<file path="config.mk">
export PLATFORM = sky130hd
export DESIGN_NAME = identity_number_validator_flat
export DESIGN_NICKNAME = d
export VERILOG_FILES = /design/src/inv_pkg.sv /design/src/inv_if.sv /design/src/identity_number_validator.sv /design/src/flat_wrapper.sv
export SDC_FILE = /design/constraint.sdc
export NUM_CORES = 1
export LEC_CHECK = 0
export BUFFER_PORTS_ARGS = -buffer_cell sky130_fd_sc_hd__buf_2
export CORE_MARGIN = 3
export CORE_UTILIZATION = 40
export DETAILED_ROUTE_END_ITERATION = 10
export GPL_ROUTABILITY_DRIVEN = 0
export GPL_TIMING_DRIVEN = 0
export SLEW_MARGIN = 20
export SYNTH_ARGS = -nofsm -noshare
export SYNTH_HDL_FRONTEND = slang
export SYNTH_SLANG_ARGS = --single-unit
</file>
<file path="constraint.sdc">
create_clock -name clk -period 4.8 [get_ports clk]
set_input_delay 0.24 -clock clk [delete_from_list [all_inputs] [get_ports clk]]
set_output_delay 0.24 -clock clk [all_outputs]
set_load 0.01 [all_outputs]
</file>
<file path="src/inv_pkg.sv">
// ----------------------------------------------------------------------------
// inv_pkg
// Types, constants and helper functions for the identity number validator.
// ----------------------------------------------------------------------------
package inv_pkg;

  localparam int unsigned LINE_LEN     = 11;
  localparam int unsigned POS_W        = 4;
  localparam int unsigned VAL_W        = 7;
  localparam int unsigned HYPHEN_POS   = 6;
  localparam int unsigned CHECK_POS    = 10;
  localparam logic [7:0]  ASCII_ZERO   = 8'd48;
  localparam logic [7:0]  ASCII_NINE   = 8'd57;
  localparam logic [7:0]  ASCII_HYPHEN = 8'd45;

  typedef logic [POS_W-1:0] pos_t;
  typedef logic [VAL_W-1:0] val_t;

  typedef struct packed {
    logic [7:0] char_code;
    logic       end_of_line;
  } in_beat_t;

  typedef struct packed {
    logic number_valid;
  } out_beat_t;

  // days in a month, month given as 1..12
  function automatic val_t month_len(input val_t month);
    val_t len;
    unique case (month)
      7'd2:                         len = 7'd28;
      7'd4, 7'd6, 7'd9, 7'd11:      len = 7'd30;
      default:                      len = 7'd31;
    endcase
    return len;
  endfunction

  // remainder by ten of a luhn sum (at most 81)
  function automatic logic [3:0] sum_mod10(input val_t sum);
    logic [3:0] r;
    priority if (sum >= 7'd80) r = 4'(sum - 7'd80);
    else if (sum >= 7'd70)     r = 4'(sum - 7'd70);
    else if (sum >= 7'd60)     r = 4'(sum - 7'd60);
    else if (sum >= 7'd50)     r = 4'(sum - 7'd50);
    else if (sum >= 7'd40)     r = 4'(sum - 7'd40);
    else if (sum >= 7'd30)     r = 4'(sum - 7'd30);
    else if (sum >= 7'd20)     r = 4'(sum - 7'd20);
    else if (sum >= 7'd10)     r = 4'(sum - 7'd10);
    else                       r = 4'(sum);
    return r;
  endfunction

  // ten-based value accumulation: acc*10 + d
  function automatic val_t acc10(input val_t acc, input logic [3:0] d);
    return 7'(({acc, 3'b000}) + ({acc, 1'b0}) + {3'b000, d});
  endfunction

endpackage

</file>
<file path="src/inv_if.sv">
// ----------------------------------------------------------------------------
// inv_in_if / inv_out_if
// Valid/ready channels for the character stream and the result stream.
// ----------------------------------------------------------------------------
interface inv_in_if;
  logic       valid;
  logic       ready;
  logic [7:0] char_code;
  logic       end_of_line;

  modport source (output valid, output char_code, output end_of_line, input ready);
  modport sink   (input valid, input char_code, input end_of_line, output ready);
endinterface

interface inv_out_if;
  logic valid;
  logic ready;
  logic number_valid;

  modport source (output valid, output number_valid, input ready);
  modport sink   (input valid, input number_valid, output ready);
endinterface

</file>
<file path="src/identity_number_validator.sv">
// ----------------------------------------------------------------------------
// identity_number_validator
// Checks a "YYMMDD-nnnC" personal identity number streamed one character
// per beat: format, calendar date and luhn check digit.
// ----------------------------------------------------------------------------
// Takes one character per clock cycle. Each accepted beat lands in an input
// register; from there the per-character update (position, date fields, luhn
// sum, format flag) runs into the line state, and on the end-of-line beat the
// verdict is written to the result register, so a line's last character passes
// through the input register and then the result register to its verdict. The result
// register lets input continue while a verdict waits to be taken; only an
// end-of-line beat stalls, and only while the previous verdict is still held.
// Characters past the eleventh are ignored; shorter lines report invalid.
module identity_number_validator (
  input  logic           clk,
  input  logic           rst_n,
  inv_in_if.sink         in_chan,
  inv_out_if.source      out_chan
);

  // input register
  logic                 s1_valid_r, s1_valid_nxt;
  inv_pkg::in_beat_t    s1_beat_r;

  // line state
  inv_pkg::pos_t        pos_r, pos_nxt;
  logic                 ok_r, ok_nxt;
  inv_pkg::val_t        year_r, year_nxt;
  inv_pkg::val_t        month_r, month_nxt;
  inv_pkg::val_t        day_r, day_nxt;
  inv_pkg::val_t        sum_r, sum_nxt;
  logic                 chk_r, chk_nxt;

  // result register
  logic                 out_valid_r, out_valid_nxt;
  logic                 out_bit_r, out_bit_nxt;

  logic                 s1_go;
  logic                 is_digit;
  logic [3:0]           digit;
  logic [4:0]           dbl;
  logic [3:0]           dbl_fold;
  logic [3:0]           rem;
  logic [3:0]           want;
  logic                 date_ok;
  inv_pkg::val_t        day_limit;
  logic                 verdict;

  assign s1_go = s1_valid_r & (~s1_beat_r.end_of_line | ~out_valid_r | out_chan.ready);
  assign in_chan.ready = ~s1_valid_r | s1_go;

  assign out_chan.valid        = out_valid_r;
  assign out_chan.number_valid = out_bit_r;

  assign is_digit = (s1_beat_r.char_code >= inv_pkg::ASCII_ZERO) &&
                    (s1_beat_r.char_code <= inv_pkg::ASCII_NINE);
  assign digit    = 4'(s1_beat_r.char_code - inv_pkg::ASCII_ZERO);
  assign dbl      = {digit, 1'b0};
  assign dbl_fold = (dbl > 5'd9) ? 4'(dbl - 5'd9) : dbl[3:0];
  assign rem      = inv_pkg::sum_mod10(sum_r);
  assign want     = (rem == 4'd0) ? 4'd0 : 4'(4'd10 - rem);

  // per-character update of the line state
  always_comb begin
    pos_nxt   = pos_r;
    ok_nxt    = ok_r;
    year_nxt  = year_r;
    month_nxt = month_r;
    day_nxt   = day_r;
    sum_nxt   = sum_r;
    chk_nxt   = chk_r;
    if (s1_go && pos_r < inv_pkg::POS_W'(inv_pkg::LINE_LEN)) begin
      pos_nxt = 4'(pos_r + 4'd1);
      if (pos_r == inv_pkg::POS_W'(inv_pkg::HYPHEN_POS)) begin
        if (s1_beat_r.char_code != inv_pkg::ASCII_HYPHEN) begin
          ok_nxt = 1'b0;
        end
      end else if (!is_digit) begin
        ok_nxt = 1'b0;
      end else begin
        unique case (pos_r)
          4'd0, 4'd1: year_nxt  = inv_pkg::acc10(year_r, digit);
          4'd2, 4'd3: month_nxt = inv_pkg::acc10(month_r, digit);
          4'd4, 4'd5: day_nxt   = inv_pkg::acc10(day_r, digit);
          default: ;
        endcase
        unique case (pos_r)
          4'd0, 4'd2, 4'd4, 4'd7, 4'd9: sum_nxt = 7'(sum_r + {3'b000, dbl_fold});
          4'd1, 4'd3, 4'd5, 4'd8:       sum_nxt = 7'(sum_r + {3'b000, digit});
          4'd10:                        chk_nxt = (want == digit);
          default: ;
        endcase
      end
    end
  end

  // date check on the updated fields
  always_comb begin
    day_limit = inv_pkg::month_len(month_nxt);
    if (month_nxt == 7'd2 && year_nxt[1:0] == 2'b00) begin
      day_limit = 7'd29;
    end
    date_ok = (month_nxt >= 7'd1) && (month_nxt <= 7'd12) &&
              (day_nxt >= 7'd1) && (day_nxt <= day_limit);
  end

  assign verdict = ok_nxt & (pos_nxt == inv_pkg::POS_W'(inv_pkg::LINE_LEN)) & date_ok & chk_nxt;

  always_comb begin
    s1_valid_nxt = s1_valid_r;
    if (in_chan.valid && in_chan.ready) begin
      s1_valid_nxt = 1'b1;
    end else if (s1_go) begin
      s1_valid_nxt = 1'b0;
    end
    out_valid_nxt = out_valid_r;
    out_bit_nxt   = out_bit_r;
    if (s1_go && s1_beat_r.end_of_line) begin
      out_valid_nxt = 1'b1;
      out_bit_nxt   = verdict;
    end else if (out_chan.ready) begin
      out_valid_nxt = 1'b0;
    end
  end

  always_ff @(posedge clk) begin
    if (!rst_n) begin
      s1_valid_r  <= 1'b0;
      out_valid_r <= 1'b0;
      pos_r       <= '0;
      ok_r        <= 1'b1;
      year_r      <= '0;
      month_r     <= '0;
      day_r       <= '0;
      sum_r       <= '0;
      chk_r       <= 1'b0;
    end else begin
      s1_valid_r  <= s1_valid_nxt;
      out_valid_r <= out_valid_nxt;
      if (s1_go && s1_beat_r.end_of_line) begin
        // line done, back to a fresh line
        pos_r   <= '0;
        ok_r    <= 1'b1;
        year_r  <= '0;
        month_r <= '0;
        day_r   <= '0;
        sum_r   <= '0;
        chk_r   <= 1'b0;
      end else begin
        pos_r   <= pos_nxt;
        ok_r    <= ok_nxt;
        year_r  <= year_nxt;
        month_r <= month_nxt;
        day_r   <= day_nxt;
        sum_r   <= sum_nxt;
        chk_r   <= chk_nxt;
      end
    end
  end

  always_ff @(posedge clk) begin
    if (in_chan.valid && in_chan.ready) begin
      s1_beat_r.char_code   <= in_chan.char_code;
      s1_beat_r.end_of_line <= in_chan.end_of_line;
    end
    out_bit_r <= out_bit_nxt;
  end

endmodule
</file>
<file path="src/flat_wrapper.sv">
// flat-port wrapper written by rule: the top's interface ports become plain ports
module identity_number_validator_flat 
  (clk, rst_n, in_chan_valid, in_chan_char_code, in_chan_end_of_line, in_chan_ready, out_chan_valid, out_chan_number_valid, out_chan_ready);
  inv_in_if in_chan_i ();
  inv_out_if out_chan_i ();
  input  logic clk;
  input  logic rst_n;
  input wire logic [$bits(in_chan_i.valid)-1:0] in_chan_valid;
  input wire logic [$bits(in_chan_i.char_code)-1:0] in_chan_char_code;
  input wire logic [$bits(in_chan_i.end_of_line)-1:0] in_chan_end_of_line;
  output wire logic [$bits(in_chan_i.ready)-1:0] in_chan_ready;
  output wire logic [$bits(out_chan_i.valid)-1:0] out_chan_valid;
  output wire logic [$bits(out_chan_i.number_valid)-1:0] out_chan_number_valid;
  input wire logic [$bits(out_chan_i.ready)-1:0] out_chan_ready;
  assign in_chan_i.valid = in_chan_valid;
  assign in_chan_i.char_code = in_chan_char_code;
  assign in_chan_i.end_of_line = in_chan_end_of_line;
  assign in_chan_ready = in_chan_i.ready;
  assign out_chan_valid = out_chan_i.valid;
  assign out_chan_number_valid = out_chan_i.number_valid;
  assign out_chan_i.ready = out_chan_ready;
  identity_number_validator u_core (.clk(clk), .rst_n(rst_n), .in_chan(in_chan_i), .out_chan(out_chan_i));
endmodule
</file>
==> metrics.txt <==
period utilisation layout 91.0%; met3 WL post-DR between 200 and 300 um; setup TNS 0 ns; CP Class register to register; CTS tree done; Worst R2R Start u_core.s1_beat_r[2]$_DFFE_PP_; Core Footprint about 8300 um^2; routed wire length 7660 um; Max rail drop VDD 0.118 mV; top cell type's share of synthesized area between 15 and 20%; final setup vio count 0; max frequency 0.229 GHz; Ys Warns 0; fin crit period 4.37 ns; max-cap viol count 0; PwrDens 194 nW/um^2; top_reg_cell synth dfxtp_1; layout cells sized above 1 12.3%; syn_nets 446; register area share after synthesis 26.8%; clock sink count 41; Place WS 0.452 ns; worst reg2reg setup slack roughly 0.43 ns; WL met1 ~3700 um; initial drt markers 110; Initial Util slightly above 40%; Rel. slew slack 39.8%; post-route DRC violation count 0; Setup crit end kind register; uppermost layer routed met4; average routed wire per standard cell ~15 um; Routed met2 length about 3600 um; syn avg cell area 8.80 um^2; post-route ant nets 0; most frequent cells in the layout nor2_1, ha_1, dfxtp_1; most common cell after layout, fill and taps aside nor2_1; die area 9750 um^2; Max FO, Critical Path 10; first-pass GRT wire length 13400 um; RSZ-0062 raised after global routing false; n_diodes 0; Worst-Skew Late Latency approximately 0.30 ns; Clock Skew between 0.008 and 0.009 ns; DR vias 2866; Worst Max-Slew Pin Slew 0.899 ns; end of the worst register-to-register path u_core.out_chan.number_valid$_DFFE_PP_; status completed; vias per cell 5.52; Hold Path Class input pin to register; CP Data Arrival Time 4.48 ns; Post-synth EDFFs 10; Port Buf Inserts 15; CP startpoint kind register; FF+latch count, synth 41; synth top area cells dfxtp_1, ha_1, edfxtp_1; Final #Nets 468; Lkg Pwr roughly 1.5 nW; Syn-to-layout area delta 9.38%; Hold Violations, Final 0; All-Layer GR Usage between 15 and 20%; Worst setup startpoint u_core.s1_beat_r[2]$_DFFE_PP_; row count 33; Worst R2R Path Depth 17; post-CTS setup buffers 0; largest net degree at the start of global routing 15; area leader, netlist dfxtp_1; Die W 98.7 um; Root Buffer clkbuf_8; Post-Syn Instances 391; via count of the first global-routing pass 2820; Worst setup endpoint u_core.out_chan.number_valid$_DFFE_PP_; ys async rst share 0%; height of the die 98.7 um; H-tree depth 2; number of placed I/O pins 16; clk buf depth 2; GRT overflow 0; post-route setup slack 0.431 ns; drt pass-1 iters 4; Worst-path clk slew approximately 0.08 ns; Synth cell types 71; mapped cell area 3440 um^2; fin. max-slew vios 0; DP Wirelength about 5800 um; WP data required 4.91 ns; antenna violations before repair 0; TritonCTS Buffers 5
## cells by family (layout without fill, tap and decap cells)
logic type                 count (synthesis)  count (layout)  share of synthesized area [%]
AOI/OAI and AO/OA                         92              92                           19.5
xor gates and xnor gates                  23              23                           6.47
adders and majority gates                 42              42                           16.4
buffers and inverters                     43              66                           5.82
DFF                                       41              41                           26.8
muxes                                     16              16                           4.69
and+or+nand+nor                          134             134                           20.4
## final cells by class
cell class / instances / area [um^2]
fill: 791 / 4540
sequential: 41 / 921
timing repair buffer: 15 / 75.1
buffer: 15 / 95.1
tap: 105 / 131
inverter: 28 / 105
clock inverter: 3 / 43.8
multi-input combinational: 307 / 2320
clock buffer: 5 / 68.8
## report_power, final
group	leakage [nW]	internal [mW]	switching (mW)
clock network	0.0585	0.156	0.130
registers	0.346	0.361	0.00843
logic	1.14	0.0300	0.0428
total	1.55	0.547	0.181
## worst max-delay path, cell delays in order, from the launching register on
cell       delay (ns)
edfxtp_1         0.47
clkbuf_1         0.24
inv_1            0.22
ha_1             0.28
o21ba_2          0.19
o2111ai_1        0.18
or3_1            0.42
nor3_2           0.30
buf_4            0.25
mux2i_2          0.33
nand3_1          0.11
nor3_1           0.19
ha_1             0.28
a21oi_1          0.13
a21oi_1          0.06
a21oi_1          0.15
nand4_1          0.12
nor4_1           0.27
## synthesized netlist by cell type (all sizes together) (11+ instances only)
cell	count
nand2	18
mux2i	15
xnor2	18
buf	11
nor2	43
o21ai	18
dfxtp	31
ha	37
nand3	13
a21oi	20
inv	28
## sequential cells by signal, indices dropped and copies added, names as in the netlist
signal and count:
u_core.ok_r 1, u_core.year_r 2, u_core.chk_r 1, u_core.out_chan.number_valid 1, u_core.s1_beat_r 9, u_core.pos_r 4
u_core.sum_r 7, u_core.month_r 7, u_core.s1_valid_r 1, u_core.day_r 7, u_core.out_chan.valid 1
## through the flow
stage                     instances  hold WS (ns)  utilization (%)  area [um^2]  total power, mW
after CTS                       519        0.0989             45.3         3760            0.738
final                           519         0.112             45.3         3760            0.729
after global routing            519        0.0975             45.3         3760            0.763
after floorplan                 391         0.312                -         3440            0.428
after detailed placement        511         0.418             43.9         3650            0.451
after global placement          511         0.418             43.9         3650            0.449
## worst min-delay path by stage
stage                                          endpoint  slack (ns)                  from  cells after the start
final                     u_core.s1_beat_r[2]$_DFFE_PP_        0.11  in_chan_char_code[1]                      1
after global routing      u_core.s1_beat_r[6]$_DFFE_PP_         0.1  in_chan_char_code[5]                      1
after CTS                 u_core.s1_beat_r[2]$_DFFE_PP_         0.1  in_chan_char_code[1]                      1
after detailed placement  u_core.s1_beat_r[2]$_DFFE_PP_        0.42  in_chan_char_code[1]                      1
after global placement    u_core.s1_beat_r[2]$_DFFE_PP_        0.42  in_chan_char_code[1]                      1
after floorplan                  u_core.ok_r$_SDFF_PP1_        0.31                 rst_n                      1
## routing by layer
layer,global-route usage [%],up-vias
li1,-,1463
met1,22.5,1336
met5,0,-
met3,2.55,8
met2,27.0,59
met4,4.20,0
## what timing repair did
item / CTS / global route
endpoints found under the setup margin: 0 / 1
hold buffers: 0 / 0
hold endpoints to repair: 0 / 0
gates resized for setup: 0 / 1
No activity file was read; power rests on OpenSTA's default activity.
